File: config.mk
export PLATFORM = sky130hd
export DESIGN_NAME = sorted_table_binary_search_core
export DESIGN_NICKNAME = d
export VERILOG_FILES = /design/src/rtl/stbs_pkg.sv /design/src/rtl/stbs_table_mem.sv /design/src/rtl/stbs_search_ctrl.sv /design/src/rtl/sorted_table_binary_search_core.sv
export SDC_FILE = /design/constraint.sdc
export NUM_CORES = 1
export LEC_CHECK = 0
export ABC_AREA = 1
export BUFFER_PORTS_ARGS = -buffer_cell sky130_fd_sc_hd__buf_2
export CAP_MARGIN = 10
export CORE_ASPECT_RATIO = 0.5
export CORE_MARGIN = 4
export CORE_UTILIZATION = 50
export DETAILED_ROUTE_END_ITERATION = 10
export MAX_ROUTING_LAYER = met4
export PLACE_DENSITY_LB_ADDON = 0.25
export SLEW_MARGIN = 10
export SYNTH_ARGS = -nofsm -noshare
export SYNTH_HDL_FRONTEND = slang
export SYNTH_SLANG_ARGS = --single-unit
File: constraint.sdc
create_clock -name clk -period 4.3 [get_ports clk]
set_input_delay 0.645 -clock clk [delete_from_list [all_inputs] [get_ports clk]]
set_output_delay 0.645 -clock clk [all_outputs]
set_load 0.005 [all_outputs]
File: src/rtl/stbs_pkg.sv
// ----------------------------------------------------------------------------
// stbs_pkg
// Shared types and constants for the sorted table binary search core.
// ----------------------------------------------------------------------------
package stbs_pkg;

  localparam int ENTRY_W       = 16;
  localparam int INDEX_W       = 5;
  localparam int COUNT_W       = 6;
  localparam int DEFAULT_DEPTH = 32;

  localparam logic [COUNT_W-1:0] COUNT_RESET = 6'd32;

  localparam logic OP_WRITE  = 1'b0;
  localparam logic OP_SEARCH = 1'b1;

  typedef struct packed {
    logic                      op;
    logic [INDEX_W-1:0]        entry_index;
    logic signed [ENTRY_W-1:0] value;
  } req_item_t;

  typedef struct packed {
    logic               found;
    logic [INDEX_W-1:0] position;
  } rsp_item_t;

endpackage

File: src/rtl/stbs_table_mem.sv
// ----------------------------------------------------------------------------
// stbs_table_mem
// Table storage: one write port and one read port with registered data.
// ----------------------------------------------------------------------------
module stbs_table_mem #(
  parameter int TABLE_DEPTH = stbs_pkg::DEFAULT_DEPTH,
  parameter int AW          = (TABLE_DEPTH > 1) ? $clog2(TABLE_DEPTH) : 1
) (
  input  logic                               clk,
  input  logic                               wr_en,
  input  logic [AW-1:0]                      wr_addr,
  input  logic signed [stbs_pkg::ENTRY_W-1:0] wr_data,
  input  logic                               rd_en,
  input  logic [AW-1:0]                      rd_addr,
  output logic signed [stbs_pkg::ENTRY_W-1:0] rd_data
);

  logic signed [stbs_pkg::ENTRY_W-1:0] mem [TABLE_DEPTH];

  always_ff @(posedge clk) begin
    if (wr_en) begin
      mem[wr_addr] <= wr_data;
    end
  end

  // Read data holds while no read is issued.
  always_ff @(posedge clk) begin
    if (rd_en) begin
      rd_data <= mem[rd_addr];
    end
  end

endmodule

File: src/rtl/stbs_search_ctrl.sv
// ----------------------------------------------------------------------------
// stbs_search_ctrl
// Request handling, bisection sequencer and result register.
// ----------------------------------------------------------------------------
module stbs_search_ctrl #(
  parameter int TABLE_DEPTH = stbs_pkg::DEFAULT_DEPTH,
  parameter int AW          = (TABLE_DEPTH > 1) ? $clog2(TABLE_DEPTH) : 1
) (
  input  logic                                clk,
  input  logic                                rst,
  input  logic                                req_valid,
  output logic                                req_stall,
  input  stbs_pkg::req_item_t                 req_item,
  output logic                                rsp_valid,
  input  logic                                rsp_stall,
  output stbs_pkg::rsp_item_t                 rsp_item,
  input  logic [stbs_pkg::COUNT_W-1:0]        used_count,
  output logic                                wr_en,
  output logic [AW-1:0]                       wr_addr,
  output logic signed [stbs_pkg::ENTRY_W-1:0] wr_data,
  output logic                                rd_en,
  output logic [AW-1:0]                       rd_addr,
  input  logic signed [stbs_pkg::ENTRY_W-1:0] rd_data
);

  localparam int IW = stbs_pkg::COUNT_W;
  localparam int XW = (AW > IW) ? AW : IW;
  localparam logic [XW-1:0] LAST_X = XW'(TABLE_DEPTH - 1);

  typedef enum logic [2:0] {
    S_IDLE  = 3'b001,
    S_STEP  = 3'b010,
    S_FINAL = 3'b100
  } state_t;

  state_t state, state_next;

  logic [IW-1:0]                       lo, hi, mid;
  logic [IW-1:0]                       lo_next, hi_next, mid_next;
  logic signed [stbs_pkg::ENTRY_W-1:0] key;

  logic          accept, is_search, more, load_out;
  logic [IW-1:0] count_m1, hi_init;
  logic [XW-1:0] count_m1_x, hi_init_x, idx_x, mid_x;
  logic [IW:0]   sum;

  assign req_stall = (state != S_IDLE);
  assign accept    = req_valid && !req_stall;
  assign is_search = (req_item.op == stbs_pkg::OP_SEARCH);

  // A count of zero searches entry zero; counts past the depth saturate.
  assign count_m1   = (used_count == '0) ? '0 : used_count - IW'(1);
  assign count_m1_x = XW'(count_m1);
  assign hi_init_x  = (count_m1_x > LAST_X) ? LAST_X : count_m1_x;
  assign hi_init    = hi_init_x[IW-1:0];

  assign idx_x   = XW'(req_item.entry_index);
  assign wr_en   = accept && !is_search && (32'(req_item.entry_index) < TABLE_DEPTH);
  assign wr_addr = idx_x[AW-1:0];
  assign wr_data = req_item.value;

  always_comb begin
    lo_next = lo;
    hi_next = hi;
    if (state == S_IDLE) begin
      lo_next = '0;
      hi_next = hi_init;
    end else if (state == S_STEP) begin
      if (key > rd_data) begin
        lo_next = mid + IW'(1);
      end else begin
        hi_next = mid;
      end
    end
  end

  // When the range has closed, the next read fetches the final entry.
  assign more     = (lo_next < hi_next);
  assign sum      = {1'b0, lo_next} + {1'b0, hi_next};
  assign mid_next = more ? sum[IW:1] : lo_next;
  assign mid_x    = XW'(mid_next);
  assign rd_addr  = mid_x[AW-1:0];
  assign rd_en    = (accept && is_search) || (state == S_STEP);

  assign load_out = (state == S_FINAL) && (!rsp_valid || !rsp_stall);

  always_comb begin
    state_next = state;
    case (state)
      S_IDLE: begin
        if (accept && is_search) begin
          state_next = more ? S_STEP : S_FINAL;
        end
      end
      S_STEP: begin
        state_next = more ? S_STEP : S_FINAL;
      end
      S_FINAL: begin
        if (load_out) begin
          state_next = S_IDLE;
        end
      end
      default: begin
        state_next = S_IDLE;
      end
    endcase
  end

  always_ff @(posedge clk) begin
    if (rst) begin
      state     <= S_IDLE;
      rsp_valid <= 1'b0;
    end else begin
      state <= state_next;
      if (load_out) begin
        rsp_valid <= 1'b1;
      end else if (!rsp_stall) begin
        rsp_valid <= 1'b0;
      end
    end
  end

  always_ff @(posedge clk) begin
    if (rd_en) begin
      lo  <= lo_next;
      hi  <= hi_next;
      mid <= mid_next;
    end
    if (accept && is_search) begin
      key <= req_item.value;
    end
    if (load_out) begin
      rsp_item.found    <= (rd_data == key);
      rsp_item.position <= lo[stbs_pkg::INDEX_W-1:0];
    end
  end

endmodule

File: src/rtl/sorted_table_binary_search_core.sv
// ----------------------------------------------------------------------------
// sorted_table_binary_search_core
// Lower-bound binary search over a software-written table of signed entries.
// ----------------------------------------------------------------------------
// A write item stores one entry. A search item is
// accepted, then bisects the first used_count entries with one table memory
// read per step, and ends with one more read of the final position to set the
// found flag. Once its result is loaded into the output register, the next
// item is accepted in the cycle after. The load waits while an earlier result
// still sits stalled in the output register. The bisection steps share the
// single read port of the table. A finished result may wait in the output
// register while the next item is taken in. A used_count of zero searches
// entry zero alone, and a count above the table depth is limited to the depth.
// Configuration writes are always taken.
module sorted_table_binary_search_core #(
  parameter int TABLE_DEPTH = stbs_pkg::DEFAULT_DEPTH
) (
  input  logic                         clk,
  input  logic                         rst,
  input  logic                         req_valid,
  output logic                         req_stall,
  input  stbs_pkg::req_item_t          req_item,
  output logic                         rsp_valid,
  input  logic                         rsp_stall,
  output stbs_pkg::rsp_item_t          rsp_item,
  input  logic                         cfg_valid,
  output logic                         cfg_ready,
  input  logic [stbs_pkg::COUNT_W-1:0] cfg_data
);

  localparam int AW = (TABLE_DEPTH > 1) ? $clog2(TABLE_DEPTH) : 1;

  logic [stbs_pkg::COUNT_W-1:0]        used_count;
  logic                                wr_en, rd_en;
  logic [AW-1:0]                       wr_addr, rd_addr;
  logic signed [stbs_pkg::ENTRY_W-1:0] wr_data, rd_data;

  assign cfg_ready = 1'b1;

  always_ff @(posedge clk) begin
    if (rst) begin
      used_count <= stbs_pkg::COUNT_RESET;
    end else if (cfg_valid && cfg_ready) begin
      used_count <= cfg_data;
    end
  end

  stbs_search_ctrl #(
    .TABLE_DEPTH (TABLE_DEPTH),
    .AW          (AW)
  ) u_ctrl (
    .clk        (clk),
    .rst        (rst),
    .req_valid  (req_valid),
    .req_stall  (req_stall),
    .req_item   (req_item),
    .rsp_valid  (rsp_valid),
    .rsp_stall  (rsp_stall),
    .rsp_item   (rsp_item),
    .used_count (used_count),
    .wr_en      (wr_en),
    .wr_addr    (wr_addr),
    .wr_data    (wr_data),
    .rd_en      (rd_en),
    .rd_addr    (rd_addr),
    .rd_data    (rd_data)
  );

  stbs_table_mem #(
    .TABLE_DEPTH (TABLE_DEPTH),
    .AW          (AW)
  ) u_mem (
    .clk     (clk),
    .wr_en   (wr_en),
    .wr_addr (wr_addr),
    .wr_data (wr_data),
    .rd_en   (rd_en),
    .rd_addr (rd_addr),
    .rd_data (rd_data)
  );

endmodule

==> results.cfg <==
[worst_setup_path]
path_max_fanout = 6
cp-startpoint = u_mem.rd_data[13]$_DFFE_PP_
r2r-end = u_mem.rd_data[2]$_DFFE_PP_
r2r-start = u_mem.rd_data[13]$_DFFE_PP_
endpoint = u_mem.rd_data[2]$_DFFE_PP_
rrSetupSlack_ns = -0.20
slowest_delay_ns = 0.44
worstPathRequired_ns = 4.64
arrival_ns = 4.84
timing_worst_setup_path_type = flip-flop to flip-flop
critical_path.slowest_cell = edfxtp_1
crit_path_end_kind = flip-flop
r2r_cells = 29
crit_top_cell = nand2_1
startpoint_type = flip-flop

[finish]
multi_input_area_um2 = 7420
seq_area_um2 = 17300
syn_to_final_growth_pct = 25.8
finish.utilization_pct = 63.6
fillers = 3879
stdcell_count = 3568
layout.nets = 2888
drive_gt1_share_pct = 22.6

[timing]
setup_ws_ns = -0.200
max_clock_freq_mhz = 222
rsz0062_at_grt = yes
relSlewSlack_pct = 40.5
hold_viol = 0
tightest_slew_ns = 0.890
report.final.slew_viol_count = 0
min_period_over_period_pct = 105
period_minus_slack_ns = 4.50
fin_skew_ns = 0.0195
setup_violations = 16

[drt]
wirelength_um = 76500
avgRoutedWirePerCell_um = 21.5
via_count = 19600
drt_iter0_drc = 2655
dr.pass1.iters = 5
drc_errors = 0
antenna_left = 0
viasPerCell = 5.51

[power_and_ir_drop]
vdd_drop_max_v = 0.000594
power.net_switching_uw = 11100
swShare_pct = 41.6
pwr-share-comb_pct = 58.4
seqPwrFrac_pct = 24.6
p_clk_share_pct = 17.0
p_int_uw = 15600
leakagePower_uw = 0.0144
p_per_area_nw_per_um2 = 808

[cts]
htree_levels = 2
clock_latency_ns = 0.60
cts-root-buf = clkbuf_16
clock_path_buffers = 3
cts_buffers = 52
clkTransAtPathRegs_ns = 0.07
cts_hold_buf = 0
cts.sink_count = 578
cts_tree = yes

[grt]
antenna_found_initial = 4
grt_pass1_wl_um = 111000
grt-ovfl-total = 0
grt_pass1_vias = 18400
grt_use_total_pct = 26.8
grt_max_degree = 40

[synth]
ys_types = 39
synth.area.top_cells = edfxtp_1 65%, nand3_1 11%, inv_1 8.2%
syn_area_per_cell_um2 = 10.2
ys.flop_type = edfxtp_1
syn_inst = 2576
synth-edff-count = 568
ys_seq_elements = 578
yosysTopAreaCellShare_pct = 65.0
netlist_area_um2 = 26200
yosysTopAreaCell = edfxtp_1
syn_nets = 2639
ys_async_sr_fraction_pct = 0
ys_warn_count = 0
synth_common_cells = 582 x nand3_1, 576 x inv_1, 568 x edfxtp_1
ys_seq_area_share_pct = 65.8
synth_most_common_cell = nand3_1

[placement]
hpwl_um = 43000
finalWeightedCongestion = 0.902
io_buffers = 40
dpl.cell_count = 3388

[status]
violations = negative setup slack
run_status = complete, but fails checks

[floorplanning]
core_area_um2 = 51900
start_util_pct = 50.6
rows = 59
die_y_um = 170
die_width_um = 332
die_area_um2 = 56400
io_pins = 42

[job]
max_cap_viol_count = 0

[min_path]
min_path_type = input pin to flip-flop
worstHoldStart = cfg_data[5]
==> cells in the final DEF, fill, tap and decap left out, types with 4 or more instances in the layout <==
cell type,n
edfxtp_1,568
inv_1,564
nand2_1,471
nand3_1,465
buf_4,160
nand3_2,103
buf_12,64
nand2_2,58
clkbuf_16,58
nor2_1,43
buf_2,40
buf_6,24
ha_1,19
a21oi_1,17
nand2_4,15
nand3_4,15
clkinv_1,15
inv_2,14
buf_16,13
clkinv_2,11
o21ai_0,10
dfxtp_1,10
ha_4,9
clkbuf_1,9
nor2_2,8
nand2_8,7
nand4_1,5
a21oi_2,5
xor2_1,5
bufbuf_16,5
o21ai_1,4
nor3_1,4
or2_4,4
bufinv_16,4
==> how the worst min path moves through the flow <==
stage / depth (start not counted) / slack (ns) / end
floorplan: 0 / 0.42 / u_ctrl.rsp_item[0]$_DFFE_PP_
global placement: 0 / 0.43 / u_ctrl.rsp_item[1]$_DFFE_PP_
detailed placement: 0 / 0.42 / u_ctrl.rsp_item[1]$_DFFE_PP_
CTS: 3 / 0.26 / used_count[5]$_SDFFE_PP1P_
global route: 3 / 0.28 / used_count[5]$_SDFFE_PP1P_
finish: 3 / 0.28 / used_count[5]$_SDFFE_PP1P_
==> cell type report <==
cell class	count	share of cell area, %
clock inverter	33	0.800
tap	701	2.66
inverter	581	6.64
clock buffer	61	4.04
antenna	2	0.0152
multi-input combinational	1297	22.5
timing repair buffer	315	11.1
sequential	578	52.3
==> through the flow <==
| stage | hold slack [ns] | setup slack, ns | setup TNS (ns) | power [uW] | instance area (um2) |
|---|---|---|---|---|---|
| finish | 0.275 | -0.200 | -2.67 | 26700 | 33000 |
| global route | 0.280 | -0.376 | -5.46 | 27800 | 33000 |
| CTS | 0.261 | -0.134 | -1.78 | 25000 | 32200 |
| detailed placement | 0.425 | -0.575 | -6.92 | 17700 | 28800 |
| global placement | 0.429 | -0.475 | -5.38 | 17600 | 28800 |
| floorplan | 0.416 | 0.271 | 0 | 12900 | 26200 |
==> registers in the layout (all words and copies together) (netlist names) <==
| name | count |
|---|---|
| u_mem.mem | 512 |
| u_ctrl.key | 16 |
| u_mem.rd_data | 16 |
| u_ctrl.hi | 6 |
| u_ctrl.lo | 6 |
| u_ctrl.mid | 6 |
| u_ctrl.rsp_item | 6 |
| used_count | 6 |
| u_ctrl.state | 3 |
| u_ctrl.rsp_valid | 1 |
==> metal layers <==
layer	vias up	share of wire [%]	GRT usage (%)
met4	0	2.6	6.33
met1	9565	41	37.9
li1	8890	-	-
met2	1027	45	40.7
met3	162	11	5.06
met5	-	0	-
==> logic make-up after synthesis <==
group                    after synthesis  synth area share, %
flip-flops                           578                 65.8
XOR/XNOR                               9                0.300
other                                  1               0.0143
AND/OR/NAND/NOR                     1206                 20.3
AO/OA/AOI/OAI                         50                 1.13
buffers and inverters                702                 11.0
adder cells (fa/ha/maj)               30                 1.46
==> critical path: cells and delay by family, from the launching register on <==
family	cells	cell delay [ns]
AO/OA/AOI/OAI	4	0.74
adder cells (fa/ha/maj)	2	0.48
buffers and inverters	8	1.10
flip-flops	1	0.44
AND/OR/NAND/NOR	15	1.45
==> timing repair <==
item,in CTS,in global routing
resized for setup,207,124
gates cloned,18,7
pin swaps,72,65
setup buffers,43,17
setup endpoints to repair,16,18
==> power groups by stage <==
stage / Clock [uW] / Sequential, uW / Combinational, uW
global route: 4790 / 6570 / 16500
detailed placement: 0 / 6670 / 11100
finish: 4530 / 6560 / 15600
floorplan: 0 / 6630 / 6220
CTS: 4560 / 6550 / 13800
global placement: 0 / 6670 / 10900
No activity file was read; power rests on OpenSTA's default activity.
